### src/hdl/rcbp_pkg.sv
`default_nettype none

package rcbp_pkg;

   typedef enum logic [1:0] {
      OP_ALLOC         = 2'd0,
      OP_RELEASE       = 2'd1,
      OP_ADD_REF       = 2'd2,
      OP_MAKE_WRITABLE = 2'd3
   } op_type;

   typedef enum logic [1:0] {
      STATUS_OK        = 2'd0,
      STATUS_EXHAUSTED = 2'd1,
      STATUS_BAD_INDEX = 2'd2,
      STATUS_SATURATED = 2'd3
   } status_type;

   typedef enum logic [1:0] {
      FSM_INIT = 2'd0,
      FSM_IDLE = 2'd1,
      FSM_EXEC = 2'd2,
      FSM_COPY = 2'd3
   } fsm_type;

   localparam int OP_W        = 2;
   localparam int INDEX_W     = 6;
   localparam int COUNT_OUT_W = 8;
   localparam int USE_W       = 7;
   localparam int POOL_W      = 7;
   localparam int REQ_DATA_W  = 8;
   localparam int RSP_DATA_W  = 40;

   localparam logic [POOL_W-1:0] POOL_SIZE_RESET = 7'd64;

   typedef struct packed {
      logic [1:0]             pad;
      logic [USE_W-1:0]       buffers_in_use_max;
      logic [USE_W-1:0]       buffers_in_use;
      logic [COUNT_OUT_W-1:0] ref_count_now;
      logic                   buffer_freed;
      logic [INDEX_W-1:0]     copy_source;
      logic                   copy_needed;
      logic [INDEX_W-1:0]     result_index;
      status_type             status;
   } rsp_word_type;

endpackage

`default_nettype wire

### src/hdl/rcbp_ram.sv
`default_nettype none

module rcbp_ram #(
   parameter int WIDTH = 8,
   parameter int DEPTH = 64,
   localparam int AW = (DEPTH > 1) ? $clog2(DEPTH) : 1
) (
   input  wire logic                   clock,
   input  wire logic                   we,
   input  wire logic [AW-1:0]          waddr,
   input  wire logic [WIDTH-1:0]       wdata,
   input  wire logic                   re,
   input  wire logic [AW-1:0]          raddr,
   output logic      [WIDTH-1:0]       rdata
);

   logic [WIDTH-1:0] mem_ff [DEPTH];
   logic [WIDTH-1:0] rdata_ff;

   always_ff @(posedge clock) begin
      if (we) begin
         mem_ff[waddr] <= wdata;
      end
      if (re) begin
         rdata_ff <= mem_ff[raddr];
      end
   end

   assign rdata = rdata_ff;

endmodule

`default_nettype wire

### src/hdl/refcounted_block_pool.sv
// An accepted word executes in FSM_EXEC; its result is registered as it leaves FSM_EXEC.
// The next word is accepted only back in FSM_IDLE; a make-writable copy first passes
// FSM_COPY, which writes back the shared buffer's count. The pacing follows the read and
// write-back of the count and free-stack memories. A word waits in FSM_EXEC while the
// previous result is not taken. Reset and every pool_size write rerun FSM_INIT over all
// NUM_BUFFERS entries to rebuild the free stack and clear all counts, accepting no word.
`default_nettype none

module refcounted_block_pool #(
   parameter int NUM_BUFFERS    = 64,
   parameter int REF_COUNT_BITS = 8
) (
   input  wire logic        clock,
   input  wire logic        reset,
   input  wire logic        req_tvalid,
   output logic             req_tready,
   // block_index [5:0], zero [7:6]
   input  wire logic [7:0]  req_tdata,
   // op [1:0]
   input  wire logic [1:0]  req_tuser,
   output logic             rsp_tvalid,
   input  wire logic        rsp_tready,
   // status [1:0], result_index [7:2], copy_needed [8], copy_source [14:9],
   // buffer_freed [15], ref_count_now [23:16], buffers_in_use [30:24],
   // buffers_in_use_max [37:31], zero [39:38]
   output logic [39:0]      rsp_tdata,
   input  wire logic        csr_we,
   input  wire logic [6:0]  csr_wdata
);

   localparam int IDX_W = (NUM_BUFFERS > 1) ? $clog2(NUM_BUFFERS) : 1;
   localparam int TOP_W = $clog2(NUM_BUFFERS + 1);
   localparam int CNT_W = REF_COUNT_BITS;
   localparam logic [CNT_W-1:0] CNT_MAX  = '1;
   localparam logic [CNT_W-1:0] CNT_ONE  = CNT_W'(1);
   localparam logic [TOP_W-1:0] TOP_FULL = TOP_W'(NUM_BUFFERS);
   localparam logic [IDX_W-1:0] IDX_LAST = IDX_W'(NUM_BUFFERS - 1);

   rcbp_pkg::fsm_type              state_ff, state_in;
   logic [IDX_W-1:0]               clr_ff, clr_in;
   logic [rcbp_pkg::POOL_W-1:0]    pool_size_ff, pool_size_in;
   logic [TOP_W-1:0]               top_ff, top_in;
   logic [TOP_W-1:0]               used_ff, used_in;
   logic [TOP_W-1:0]               hm_ff, hm_in;
   rcbp_pkg::op_type               op_ff, op_in;
   logic [rcbp_pkg::INDEX_W-1:0]   bi_ff, bi_in;
   logic [CNT_W-1:0]               cnt_ff, cnt_in;
   logic                           rsp_valid_ff, rsp_valid_in;
   rcbp_pkg::rsp_word_type         rsp_word_ff, rsp_word_in;

   logic [TOP_W-1:0]               size_eff;
   logic [TOP_W-1:0]               used_inc;
   logic [TOP_W-1:0]               hm_inc;
   logic                           accept;
   logic                           hold;
   logic                           can_pop;
   logic                           bad;
   logic [IDX_W-1:0]               bi_addr;

   logic                           rc_we, rc_re;
   logic [IDX_W-1:0]               rc_waddr, rc_raddr;
   logic [CNT_W-1:0]               rc_wdata, rc_rdata;
   logic                           stk_we, stk_re;
   logic [IDX_W-1:0]               stk_waddr, stk_raddr;
   logic [IDX_W-1:0]               stk_wdata, stk_rdata;

   rcbp_pkg::status_type           status_v;
   logic [IDX_W-1:0]               res_v;
   logic                           cneed_v;
   logic                           freed_v;
   logic [CNT_W-1:0]               rcn_v;

   rcbp_ram #(.WIDTH(CNT_W), .DEPTH(NUM_BUFFERS)) u_count_ram (
      .clock (clock),
      .we    (rc_we),
      .waddr (rc_waddr),
      .wdata (rc_wdata),
      .re    (rc_re),
      .raddr (rc_raddr),
      .rdata (rc_rdata)
   );

   rcbp_ram #(.WIDTH(IDX_W), .DEPTH(NUM_BUFFERS)) u_stack_ram (
      .clock (clock),
      .we    (stk_we),
      .waddr (stk_waddr),
      .wdata (stk_wdata),
      .re    (stk_re),
      .raddr (stk_raddr),
      .rdata (stk_rdata)
   );

   assign size_eff = (32'(pool_size_ff) > NUM_BUFFERS) ? TOP_FULL : TOP_W'(pool_size_ff);
   assign req_tready = (state_ff == rcbp_pkg::FSM_IDLE);
   assign accept = req_tvalid && req_tready;
   assign hold = rsp_valid_ff && !rsp_tready;
   assign can_pop = (top_ff != '0);
   assign bi_addr = IDX_W'(bi_ff);
   assign bad = (bi_ff >= size_eff) || (rc_rdata == '0);
   assign used_inc = used_ff + 1'b1;
   assign hm_inc = (used_inc > hm_ff) ? used_inc : hm_ff;

   assign rc_re = accept;
   assign rc_raddr = IDX_W'(req_tdata[rcbp_pkg::INDEX_W-1:0]);
   assign stk_re = accept;
   assign stk_raddr = IDX_W'(top_ff - 1'b1);

   assign rsp_tvalid = rsp_valid_ff;
   assign rsp_tdata = rsp_word_ff;

   always_ff @(posedge clock) begin
      if (reset) begin
         state_ff     <= rcbp_pkg::FSM_INIT;
         clr_ff       <= '0;
         pool_size_ff <= rcbp_pkg::POOL_SIZE_RESET;
         top_ff       <= '0;
         used_ff      <= '0;
         hm_ff        <= '0;
         rsp_valid_ff <= 1'b0;
      end else begin
         state_ff     <= state_in;
         clr_ff       <= clr_in;
         pool_size_ff <= pool_size_in;
         top_ff       <= top_in;
         used_ff      <= used_in;
         hm_ff        <= hm_in;
         rsp_valid_ff <= rsp_valid_in;
      end
   end

   always_ff @(posedge clock) begin
      op_ff       <= op_in;
      bi_ff       <= bi_in;
      cnt_ff      <= cnt_in;
      rsp_word_ff <= rsp_word_in;
   end

   always_comb begin
      state_in     = state_ff;
      clr_in       = clr_ff;
      pool_size_in = pool_size_ff;
      top_in       = top_ff;
      used_in      = used_ff;
      hm_in        = hm_ff;
      op_in        = op_ff;
      bi_in        = bi_ff;
      cnt_in       = cnt_ff;
      rsp_valid_in = hold;
      rsp_word_in  = rsp_word_ff;
      rc_we        = 1'b0;
      rc_waddr     = bi_addr;
      rc_wdata     = '0;
      stk_we       = 1'b0;
      stk_waddr    = IDX_W'(top_ff);
      stk_wdata    = bi_addr;
      status_v     = rcbp_pkg::STATUS_OK;
      res_v        = '0;
      cneed_v      = 1'b0;
      freed_v      = 1'b0;
      rcn_v        = '0;

      unique case (state_ff)
         rcbp_pkg::FSM_INIT: begin
            rc_we     = 1'b1;
            rc_waddr  = clr_ff;
            stk_we    = 1'b1;
            stk_waddr = clr_ff;
            stk_wdata = (clr_ff < size_eff) ?
                        IDX_W'(size_eff - TOP_W'(clr_ff) - 1'b1) : '0;
            top_in    = size_eff;
            used_in   = '0;
            hm_in     = '0;
            if (clr_ff == IDX_LAST) begin
               state_in = rcbp_pkg::FSM_IDLE;
            end else begin
               clr_in = clr_ff + 1'b1;
            end
         end
         rcbp_pkg::FSM_IDLE: begin
            if (accept) begin
               op_in    = rcbp_pkg::op_type'(req_tuser[rcbp_pkg::OP_W-1:0]);
               bi_in    = req_tdata[rcbp_pkg::INDEX_W-1:0];
               state_in = rcbp_pkg::FSM_EXEC;
            end
         end
         rcbp_pkg::FSM_EXEC: begin
            if (!hold) begin
               state_in = rcbp_pkg::FSM_IDLE;
               if (op_ff == rcbp_pkg::OP_ALLOC) begin
                  if (can_pop) begin
                     top_in   = top_ff - 1'b1;
                     rc_we    = 1'b1;
                     rc_waddr = stk_rdata;
                     rc_wdata = CNT_ONE;
                     used_in  = used_inc;
                     hm_in    = hm_inc;
                     res_v    = stk_rdata;
                     rcn_v    = CNT_ONE;
                  end else begin
                     status_v = rcbp_pkg::STATUS_EXHAUSTED;
                  end
               end else if (bad) begin
                  status_v = rcbp_pkg::STATUS_BAD_INDEX;
                  if (op_ff == rcbp_pkg::OP_MAKE_WRITABLE) begin
                     res_v = bi_addr;
                  end
               end else begin
                  unique case (op_ff)
                     rcbp_pkg::OP_RELEASE: begin
                        rc_we = 1'b1;
                        if (rc_rdata > CNT_ONE) begin
                           rc_wdata = rc_rdata - 1'b1;
                           rcn_v    = rc_rdata - 1'b1;
                        end else begin
                           freed_v = 1'b1;
                           if (top_ff < TOP_FULL) begin
                              stk_we = 1'b1;
                              top_in = top_ff + 1'b1;
                           end
                           if (used_ff != '0) begin
                              used_in = used_ff - 1'b1;
                           end
                        end
                     end
                     rcbp_pkg::OP_ADD_REF: begin
                        if (rc_rdata == CNT_MAX) begin
                           status_v = rcbp_pkg::STATUS_SATURATED;
                           rcn_v    = rc_rdata;
                        end else begin
                           rc_we    = 1'b1;
                           rc_wdata = rc_rdata + 1'b1;
                           rcn_v    = rc_rdata + 1'b1;
                        end
                     end
                     rcbp_pkg::OP_MAKE_WRITABLE: begin
                        res_v = bi_addr;
                        rcn_v = rc_rdata;
                        if (rc_rdata > CNT_ONE) begin
                           if (can_pop) begin
                              top_in   = top_ff - 1'b1;
                              rc_we    = 1'b1;
                              rc_waddr = stk_rdata;
                              rc_wdata = CNT_ONE;
                              used_in  = used_inc;
                              hm_in    = hm_inc;
                              res_v    = stk_rdata;
                              cneed_v  = 1'b1;
                              rcn_v    = rc_rdata - 1'b1;
                              cnt_in   = rc_rdata - 1'b1;
                              state_in = rcbp_pkg::FSM_COPY;
                           end else begin
                              status_v = rcbp_pkg::STATUS_EXHAUSTED;
                           end
                        end
                     end
                     default: begin
                     end
                  endcase
               end
               rsp_valid_in                   = 1'b1;
               rsp_word_in.pad                = '0;
               rsp_word_in.status             = status_v;
               rsp_word_in.result_index       = rcbp_pkg::INDEX_W'(res_v);
               rsp_word_in.copy_needed        = cneed_v;
               rsp_word_in.copy_source        = cneed_v ? bi_ff : '0;
               rsp_word_in.buffer_freed       = freed_v;
               rsp_word_in.ref_count_now      = rcbp_pkg::COUNT_OUT_W'(rcn_v);
               rsp_word_in.buffers_in_use     = rcbp_pkg::USE_W'(used_in);
               rsp_word_in.buffers_in_use_max = rcbp_pkg::USE_W'(hm_in);
            end
         end
         rcbp_pkg::FSM_COPY: begin
            rc_we    = 1'b1;
            rc_wdata = cnt_ff;
            state_in = rcbp_pkg::FSM_IDLE;
         end
         default: begin
            state_in = rcbp_pkg::FSM_INIT;
         end
      endcase

      if (csr_we) begin
         pool_size_in = csr_wdata;
         state_in     = rcbp_pkg::FSM_INIT;
         clr_in       = '0;
      end
   end

endmodule

`default_nettype wire
### config.mk
export PLATFORM = sky130hd
export DESIGN_NAME = refcounted_block_pool
export DESIGN_NICKNAME = d
export VERILOG_FILES = /design/src/hdl/rcbp_pkg.sv /design/src/hdl/rcbp_ram.sv /design/src/hdl/refcounted_block_pool.sv
export SDC_FILE = /design/constraint.sdc
export NUM_CORES = 1
export LEC_CHECK = 0
export ABC_AREA = 1
export BUFFER_PORTS_ARGS = -buffer_cell sky130_fd_sc_hd__buf_2
export CORE_MARGIN = 10
export CORE_UTILIZATION = 50
export CTS_CLUSTER_SIZE = 30
export DETAILED_ROUTE_END_ITERATION = 7
export PLACE_DENSITY = 0.76
export RECOVER_POWER = 50
export SYNTH_ARGS = -nofsm -noshare
export SYNTH_HDL_FRONTEND = slang
export SYNTH_HIERARCHICAL = 1
export SYNTH_SLANG_ARGS = --single-unit
### constraint.sdc
create_clock -name clock -period 6.49 [get_ports clock]
set_clock_uncertainty 0.2 [all_clocks]
set_input_delay 0 -clock clock [delete_from_list [all_inputs] [get_ports clock]]
set_output_delay 0 -clock clock [all_outputs]
set_load 0.005 [all_outputs]
After elaboration in Yosys (flattened, before gate mapping)
Memory sizes are Yosys's and may differ from the RTL's. A register that Yosys moved wholly into a read port is not among the register bits.
Cells that the tools add are included.
{"block": "classes", "addsub": 9, "n_lt_le_gt_ge": 6, "n_eq_ne": 16, "muxes": 98, "bitwise_logic": 5, "n_reduce_logical": 20}
{"op": "$mux 7", "n": 22}
{"op": "$mux 8", "n": 11}
{"op": "$mux 6", "n": 14}
{"op": "$pmux 7 s2", "n": 5}
{"op": "$pmux 8 s3", "n": 2}
{"op": "$mux 1", "n": 26}
{"op": "$mux 2", "n": 11}
{"op": "$pmux 8 s2", "n": 1}
{"op": "$add 7x1->7 const B", "n": 2}
{"op": "$reduce_and 7->1", "n": 2}
{"op": "$reduce_bool 7->1", "n": 2}
{"op": "$sub 7x1->7 const B", "n": 2}
{"op": "$ne 4x4->1 const B", "n": 3}
{"op": "$pmux 6 s2", "n": 1}
{"op": "$add 8x1->8 const B", "n": 1}
{"op": "$eq 2x2->1 const B", "n": 4}
{"op": "$eq 8x8->1 const B", "n": 1}
{"op": "$gt 8x1->1 const B", "n": 1}
{"op": "$logic_not 8->1", "n": 1}
{"op": "$pmux 2 s4", "n": 1}
{"op": "$reduce_and 2->1", "n": 4}
{"op": "$sub 8x1->8 const B", "n": 1}
{"op": "$ge 6x7->1", "n": 1}
{"op": "$gt 7x7->1", "n": 1}
{"op": "other kinds (24)", "n": 34}
{"block": "totals", "regBits": 91, "ram_bits": 896, "output_inout_bits": 42, "mem_count": 2}
{"name": "u_count_ram.mem_ff", "depth": 64, "word_bits": 8, "rd": 1, "rd_clocked_by_memory_dff": 1, "write_ports": 1, "line_no": "rcbp_ram.sv:17", "source": "logic [WIDTH-1:0] mem_ff [DEPTH];"}
{"name": "u_stack_ram.mem_ff", "depth": 64, "word_bits": 6, "rd": 1, "rd_clocked_by_memory_dff": 1, "write_ports": 1, "line_no": "rcbp_ram.sv:17"}

Logic depth before layout (Yosys ltp)
Gate-level depths: netlist (run 1).
{"block": "logic_depth", "word_depth": 10, "depth_mapped": 20, "depth_no_buf": 20}

Modules after synthesis
The synthesis (run 1) kept the hierarchy.
{"mod": "rcbp_ram at u_count_ram", "n_inst": 1, "cells_each": 1822, "area_each_um2": 21371.7}
{"mod": "rcbp_ram at u_stack_ram", "n_inst": 1, "cells_each": 1393, "area_each_um2": 16002.8}
{"mod": "refcounted_block_pool", "n_inst": 1, "cells_each": 905, "area_each_um2": 6587.6}

Worst setup path before layout (run 1)
OpenSTA, ideal clock, no wires.
{"block": "synth_path", "path_kind": "register -> register", "startpoint": "reg pool_size_ff[4] in the netlist's numbering", "endpoint": "mem u_count_ram.mem_ff[0][1], data pin", "setup_time_ns": 0.702, "arrival_ns": 4.570, "setup_slack_ns": 1.018, "stages_incl_launch_ff": 16, "n_path_buf": 1, "cell_sequence": "dfxtp_1 nor2_1 nand4_1 nand2_1 inv_1 nor2_1 inv_1 ha_1 a21oi_1 nand2_1 nand2_1 nand4_4 nor2_1 buf_2 nand2_1 o21ai_0"}
{"block": "synth_via", "elab_chain_cells": 8}
{"item": "start: declaration", "line_no": "refcounted_block_pool.sv:41", "source": "logic [rcbp_pkg::POOL_W-1:0] pool_size_ff, pool_size_in;"}
{"item": "start signal: assignment", "line_no": "refcounted_block_pool.sv:115", "source": "pool_size_ff <= rcbp_pkg::POOL_SIZE_RESET;"}
{"item": "start signal: assignment", "line_no": "refcounted_block_pool.sv:123", "source": "pool_size_ff <= pool_size_in;"}
{"item": "$gt 7x7->1", "line_no": "refcounted_block_pool.sv:93", "source": "assign size_eff = (32'(pool_size_ff) > NUM_BUFFERS) ? TOP_FULL : TOP_W'(pool_size_ff);"}
{"item": "$mux 7 *", "line_no": "refcounted_block_pool.sv:93"}
{"item": "$ge 6x7->1 *", "line_no": "refcounted_block_pool.sv:99", "source": "assign bad = (bi_ff >= size_eff) || (rc_rdata == '0);"}
{"item": "$logic_or 1x1->1 *", "line_no": "refcounted_block_pool.sv:99"}
{"item": "$mux 8 *", "line_no": "refcounted_block_pool.sv:202", "source": "end else if (bad) begin"}
{"item": "$mux 8 *", "line_no": "refcounted_block_pool.sv:189", "source": "if (op_ff == rcbp_pkg::OP_ALLOC) begin"}
{"item": "$mux 8 *", "line_no": "refcounted_block_pool.sv:187", "source": "if (!hold) begin"}
{"item": "$pmux 8 s2 *", "line_no": "refcounted_block_pool.sv:162", "source": "unique case (state_ff)"}
{"item": "via rc_wdata[1]", "line_no": "refcounted_block_pool.sv:62", "source": "logic [CNT_W-1:0] rc_wdata, rc_rdata;"}
{"item": "end: declaration", "line_no": "rcbp_ram.sv:17"}
Mark *: on every way through the listed nets, which the timed path passes. The rest lies on a longest branch.

Final worst setup path (run 1)
{"block": "layout_path", "startpoint": "reg top_ff[0]", "endpoint": "mem u_count_ram.mem_ff[1][6], enable pin"}
{"block": "layout_via", "elab_cells_between_ends": 17, "classes_between": "mux (16); reduce/logical (1)"}
{"item": "start: declaration", "line_no": "refcounted_block_pool.sv:42", "source": "logic [TOP_W-1:0] top_ff, top_in;"}
{"item": "start signal: assignment", "line_no": "refcounted_block_pool.sv:124", "source": "top_ff <= top_in;"}
{"item": "$reduce_bool 7->1 *", "line_no": "refcounted_block_pool.sv:97", "source": "assign can_pop = (top_ff != '0);"}
{"item": "$mux 6 *", "line_no": "refcounted_block_pool.sv:190, refcounted_block_pool.sv:239"}
{"item": "$mux 6", "line_no": "refcounted_block_pool.sv:238", "source": "if (rc_rdata > CNT_ONE) begin"}
{"item": "$mux 6", "line_no": "refcounted_block_pool.sv:208", "source": "unique case (op_ff)"}
{"item": "$mux 6", "line_no": "refcounted_block_pool.sv:202"}
{"item": "$mux 6 *", "line_no": "refcounted_block_pool.sv:189"}
{"item": "$mux 6 *", "line_no": "refcounted_block_pool.sv:187"}
{"item": "$pmux 6 s2 *", "line_no": "refcounted_block_pool.sv:162"}
{"item": "via rc_waddr[0]", "line_no": "refcounted_block_pool.sv:61", "source": "logic [IDX_W-1:0] rc_waddr, rc_raddr;"}
Marked as above.

==> key figures, run 1 <==
Yosys
  – Yosys cell types: 49
  – Avg Inst Size Synth: 10.67 um^2
  – Syn Inst Count: 4120
  – Sequential share of the synthesized area: 67.53%
  – Post-synth top flop: edfxtp_1
  – Ys Warns: 6
  – EDFF count, synth: 964
  – Synthesized area: 43960 um^2
  – Register bit total from synthesis: 1001
  – Post-synth ARST share: 0%

Run status
  – Status: finished, violations left
  – Failing checks: max-capacitance violations, max-slew violations

Clock network
  – Post-CTS Setup Inserts: 0
  – CTS Buffer Depth: 3
  – CTS buffer count: 99
  – CTS resizes: 0
  – Post-CTS Hold Buffers: 40
  – CTS tree: yes
  – H-tree depth: 3
  – Sink Count: 1001
  – Reg clk slew, reported paths: 0.07 ns
  – Clock Latency Late Sink: 0.67 ns
  – Clock root cell: clkbuf_16

Pwr
  – Leak: 0.01763 uW
  – PwrDens: 284.8 nW/um^2
  – VDD IR max: 0.2196 mV

Critical path
  – Worst setup SP type: flip-flop
  – Critical path data required time: 6.56 ns
  – Worst setup EP type: flip-flop
  – Worst EP arrival: 5.87 ns
  – Crit Path Max Fanout: 100
  – Setup Crit Path Kind: reg -> reg

STA
  – Final-report setup violation count: 0
  – Final slew viol count: 1023
  – Worst slew pin tran: 3.586 ns
  – Achievable Freq: 0.1722 GHz
  – Final worst-path cycle share: 89.46%
  – Post-layout min period: 5.806 ns
  – Final TNS setup: 0 ns
  – Slew HR: -139.1%
  – RSZ-0062 raised after global routing: false
  – Final Hold Fails: 0

Die
  – Chip width: 316.5 um
  – Io pins: 64
  – DIE AREA: 100200 um^2
  – Rows: 108
  – Die Span Y: 316.5 um
  – Initial Util: 50.52%
  – CORE AREA: 87020 um^2

Global route
  – Total track usage: 21.25%
  – First-pass GRT wire length: 167600 um
  – Congestion Overflow GR: 0
  – Vias in the first global route: 29950
  – Largest net degree at the start of global routing: 168
  – Initial antenna violation count: 2

Layout
  – Share of post-route cells with drive strength above 1: 5.504%
  – Final instance area: 48240 um^2
  – Nets: 4202
  – Non-filler cells, final: 5372
  – Commonest non-fill, non-tap cell in the layout: nand2_1
  – Area Overhead vs Synth: 9.739%
  – Most frequent cells in the layout: nand2_1 (1376), edfxtp_1 (964), nand3_1 (847)

Routing
  – Drt drc: 0
  – Vias after detailed routing: 31150
  – DR vias/cell: 5.798
  – TritonRoute pass-1 iters: 6
  – Routed WL: 108600 um
  – Remaining antenna violation count: 0
  – Avg WL per Cell: 20.22 um
  – Initial DRC Count: 4437

Place
  – Dpl cell area: 44910 um^2
  – Number of instances in the placed design: 5149
  – Post-DP HPWL: 63990 um
  – Routability cong.: 0.9443
  – IO buf count: 59

Job
  – Max-Cap Viols: 20

Min path
  – Worst Hold Class: in -> reg
metrics by stage:
step | setup slack [ns] | util (%) | hold WS, ns | power, uW
after floorplan | 1.018 | - | -0.1215 | 7950
after global placement | 1.214 | 51.60 | 0.00005630 | 8254
after detailed placement | 1.149 | 51.60 | -0.002991 | 8271
after CTS | 1.114 | 55.65 | 0.007075 | 13780
after global routing | 0.3493 | 55.44 | 0.04492 | 14160
final | 0.6840 | 55.44 | 0.02374 | 13740
cells in the mapped netlist (2+ instances only):
cell | n | area share, %
a21oi_1 | 66 | 0.75
a22oi_1 | 3 | 0.051
a31oi_1 | 2 | 0.028
a32o_1 | 4 | 0.091
and2_1 | 9 | 0.13
buf_1 | 23 | 0.20
buf_2 | 106 | 1.2
buf_4 | 22 | 0.38
buf_6 | 28 | 0.72
buf_8 | 2 | 0.068
clkbuf_1 | 40 | 0.34
clkinv_1 | 2 | 0.017
dfxtp_1 | 37 | 1.7
edfxtp_1 | 964 | 66
ha_1 | 44 | 1.3
inv_1 | 145 | 1.2
inv_2 | 10 | 0.085
nand2_1 | 1373 | 12
nand2_2 | 3 | 0.043
nand2_4 | 2 | 0.051
nand3_1 | 846 | 9.6
nand3_2 | 3 | 0.068
nand3b_1 | 5 | 0.085
nand4_1 | 17 | 0.24
nor2_1 | 192 | 1.6
nor2_2 | 3 | 0.043
nor2_4 | 2 | 0.051
nor3_1 | 32 | 0.36
nor4_1 | 2 | 0.028
o211ai_1 | 9 | 0.15
o21ai_0 | 63 | 0.72
o21ai_1 | 11 | 0.13
o221ai_1 | 6 | 0.12
o22ai_1 | 7 | 0.10
or2_2 | 6 | 0.085
xor2_1 | 18 | 0.36
cells by family (layout without fill, tap and decap cells):
| group | count (synthesis) | count (layout) | synth area share (%) |
|---|---|---|---|
| AOI/OAI and AO/OA | 176 | 176 | 2.246 |
| xor gates and xnor gates | 19 | 19 | 0.3785 |
| adders and majority gates | 45 | 45 | 1.298 |
| buffers and inverters | 380 | 474 | 4.272 |
| DFF | 1001 | 1001 | 67.53 |
| other | 1 | 4 | 0.008530 |
| and+or+nand+nor | 2498 | 2498 | 24.27 |
routing by layer:
layer | global-route usage (%) | share of wire (%) | up-vias
li1 | - | - | 14310
met5 | 0 | 0 | -
met2 | 33.92 | 47 | 1731
met3 | 3.665 | 9.5 | 300
met1 | 28.46 | 40 | 14810
met4 | 9.318 | 4.1 | 0
area by class of cell:
cell class / instances / area (um^2)
diodes: 2 / 5.005
clock buffers: 112 / 2567
clock inverters: 69 / 558.0
fillers: 7055 / 38780
inverters: 158 / 605.6
multi-input cells: 2740 / 12480
flip-flops and latches: 1001 / 29690
well taps: 1155 / 1445
repair buffers: 135 / 895.9
sequential cells by signal (all words and copies together), names as in the netlist:
register / cells
bi_addr: 6
clr_ff: 6
cnt_ff: 8
hm_ff: 7
op_ff: 2
pool_size_ff: 7
rsp_tdata: 38
rsp_tvalid: 1
state_ff: 2
top_ff: 7
u_count_ram/mem_ff: 512
u_count_ram/rdata: 8
u_stack_ram/mem_ff: 384
u_stack_ram/rdata: 6
used_ff: 7
worst max-delay path, stage by stage, from the launching register on:
cell and delay, ns:
dfxtp_1 0.37, inv_4 0.72, ha_1 0.28, inv_1 0.04, nor2_1 0.10, nand3_2 0.35, inv_1 0.66, o21ai_0 0.24
a21oi_1 0.17, nand3_1 0.11, o211ai_1 0.13, nand3_1 0.09, nand3b_1 0.35, inv_1 0.14, nor3_1 0.23, nand2_1 0.42
nor2_1 0.79
power by group:
group	leakage [uW]	switching [uW]	total (uW)	internal (uW)
clock network	0.00154	2420	5550	3120
registers	0.00888	11.6	7210	7200
logic	0.00721	750	981	231
total	0.0176	3190	13700	10600
path summary, 6_finish.rpt:
check | start | endpoint | slack, ns | depth (start not counted)
max | top_ff[0] | u_count_ram/mem_ff[1][6] | 0.68 | 16
max reg2reg | top_ff[0] | u_count_ram/mem_ff[1][6] | 0.68 | 16
min reg2reg | hm_ff[4] | hm_ff[4] | 0.27 | 2
min | csr_wdata[0] | pool_size_ff[0] | 0.02 | 4
Power figures use the tool's default switching activity.
==> run 2, diff against run 1 <==
--- a/config.mk
+++ b/config.mk
@@ -11,6 +11,7 @@
 export CORE_UTILIZATION = 50
 export CTS_CLUSTER_SIZE = 30
 export DETAILED_ROUTE_END_ITERATION = 7
+export MAX_ROUTING_LAYER = met4
 export PLACE_DENSITY = 0.76
 export RECOVER_POWER = 50
 export SYNTH_ARGS = -nofsm -noshare
==> key figures, run 2 (synthesis gave the netlist of run 1 again) <==
Global route
  – First-pass GRT wire length: 167900 um (+0.17%)
  – Largest net degree at the start of global routing: 134 (-20%)
  – Total track usage: 21.99% (+0.74 points)
  – Initial antenna violation count: 2 (unchanged)
  – Congestion Overflow GR: 0 (unchanged)
  – Vias in the first global route: 29510 (-1.5%)

Critical path
  – Worst path depth: 8 (-8)
  – Crit Path Max Fanout: 63 (-37%)
  – Crit-path slowest cell: o21ai_1
  – Setup Crit Path Kind: reg -> reg
  – CP bufs+invs: 4 (unchanged)
  – Worst setup SP type: flip-flop
  – R2R cell count: 8 (-8)
  – CP peak stage delay: 1.91 ns (+1.12 ns)
  – Cell family with most CP delay: compound AO/OA/AOI/OAI gates
  – Cell Chain, Critical Path: inv_1 > ha_1 > clkinv_1 > nor2_1 > buf_4 > nand2_1 > o21ai_1 > buf_4
  – Top cell by count, worst path: buf_4
  – Worst setup EP type: flip-flop
  – Worst EP arrival: 5.86 ns (about the same)
  – Critical path data required time: 6.69 ns (+0.13 ns)

Layout
  – Commonest non-fill, non-tap cell in the layout: nand2_1
  – Most frequent cells in the layout: nand2_1 (1376), edfxtp_1 (964), nand3_1 (847)
  – Final Util: 55.65% (+0.21 points)
  – Non-filler cells, final: 5373 (+0.019%)
  – Final instance area: 48430 um^2 (+0.38%)
  – Area Overhead vs Synth: 10.16%
  – Biggest register: u_count_ram/mem_ff
  – Multi-input gate area: 12460 um^2 (-0.15%)
  – Share of post-route cells with drive strength above 1: 5.787% (+0.28 points)
  – Nets: 4202 (unchanged)
  – Fillers: 6964 (-1.3%)
  – Reg area: 29690 um^2 (unchanged)
  – Largest register FFs: 512 (unchanged)

Place
  – IO buf count: 59 (unchanged)
  – Number of instances in the placed design: 5151 (+0.039%)
  – Dpl cell area: 44900 um^2 (about the same)
  – Routability cong.: 0.9443 (unchanged)
  – Post-DP HPWL: 65210 um (+1.9%)

Run status
  – Failing checks: max-capacitance violations, max-slew violations
  – Status: finished, violations left

Pwr
  – Leak: 0.01771 uW (+0.43%)
  – Clock network power share: 41.7% (+1.3 points)
  – PwrDens: 290.6 nW/um^2 (+2.0%)
  – Flop pwr share: 51.2% (-1.3 points)
  – Power, Total: 14070 uW (+2.4%)
  – Switching share of power: 23.01% (-0.18 points)
  – Power Internal: 10840 uW (+2.7%)
  – Combinational power share: 7.0% (about the same)
  – Psw: 3238 uW (+1.6%)
  – VDD IR max: 0.2726 mV (+24%)

STA
  – Final slew viol count: 985 (-3.7%)
  – Achievable Freq: 0.1767 GHz (+2.6%)
  – RSZ-0062 raised after global routing: false
  – Post-layout min period: 5.661 ns (-0.1451 ns)
  – Final TNS setup: 0 ns (unchanged)
  – Worst slew pin tran: 3.566 ns (-0.02000 ns)
  – Final Hold Fails: 0 (unchanged)
  – Final worst-path cycle share: 87.23% (-2.2 points)
  – Final-report setup violation count: 0 (unchanged)
  – Slew HR: -137.7% (+1.3 points)

Routing
  – DR vias/cell: 5.797 (about the same)
  – Remaining antenna violation count: 0 (unchanged)
  – Avg WL per Cell: 20.36 um (+0.66%)
  – TritonRoute pass-1 iters: 8 (+2)
  – Initial DRC Count: 4097 (-7.7%)
  – Drt drc: 0 (unchanged)
  – Vias after detailed routing: 31150 (-0.0032%)
  – Routed WL: 109400 um (+0.68%)

Clock network
  – Clock root cell: clkbuf_16
  – Clock Latency Late Sink: 0.69 ns (+0.02 ns)
  – Post-CTS Setup Inserts: 0 (unchanged)
  – CTS tree: yes
  – Reg clk slew, reported paths: 0.06 ns (about the same)
  – CTS buffer count: 99 (unchanged)
  – H-tree depth: 3 (unchanged)
  – CTS Buffer Depth: 3 (unchanged)
  – Sink Count: 1001 (unchanged)

Die
  – Initial Util: 50.52% (unchanged)
  – Rows: 108 (unchanged)
  – Io pins: 64 (unchanged)
  – DIE AREA: 100200 um^2 (unchanged)
  – Chip width: 316.5 um (unchanged)
  – Die Span Y: 316.5 um (unchanged)
  – CORE AREA: 87020 um^2 (unchanged)

Min path
  – Worst Hold Depth: 4 (unchanged)
  – Worst Hold Class: in -> reg

Job
  – Max-Cap Viols: 20 (unchanged)
[run 2: worst paths after layout]
| check | slack [ns] | to | start |
|---|---|---|---|
| setup reg to reg | 0.83 | u_count_ram/mem_ff[22][3] | state_ff[0] |
| hold / removal | 0.08 | pool_size_ff[0] | csr_wdata[0] |
| setup / recovery | 0.83 | u_count_ram/mem_ff[22][3] | state_ff[0] |
| hold reg to reg | 0.26 | hm_ff[1] | hm_ff[1] |
[run 2: layout make-up]
type	count	share of cell area, %
timing repair buffer	135	1.801
clock buffer	113	5.268
antenna	2	0.01033
inverter	158	1.250
clock inverter	69	1.654
multi-input combinational	2740	25.73
sequential	1001	61.30
tap	1155	2.984
[run 2: worst reg2reg max path, stage by stage (launching register included)]
cell      delay (ns)
dfxtp_1         0.35
inv_1           0.10
ha_1            0.48
clkinv_1        0.39
nor2_1          0.27
buf_4           0.65
nand2_1         0.36
o21ai_1         1.91
buf_4           0.68
[run 2: repair_timing]
action | 4_1_cts | 5_1_grt
hold buffers | 38 | 0
resized for setup | 0 | 0
endpoints found under the hold margin | 72 | 0
[run 2: through the flow]
step / setup slack [ns] / hold WS (ns)
2_1_floorplan: 1.018 / -0.1215
3_3_place_gp: 1.236 / 0.0003120
3_5_place_dp: 1.233 / 0.0008586
4_1_cts: 1.196 / 0.01023
5_1_grt: 0.3931 / 0.08795
6_report: 0.8291 / 0.07630
[run 2: power groups by stage]
stage	clock, uW	sequential, uW	combinational, uW
final	5870	7210	991
after global routing	6200	7210	1060
after CTS	5940	7200	968
after detailed placement	0	7330	943
after global placement	0	7330	925
after floorplan	0	7340	607
[run 2: routing by layer]
| metal | part of all wire, % | global-route usage [%] |
|---|---|---|
| met5 | 0 | - |
| met4 | 3.6 | 8.026 |
| met3 | 10 | 3.809 |
| met2 | 47 | 34.63 |
| met1 | 39 | 28.55 |
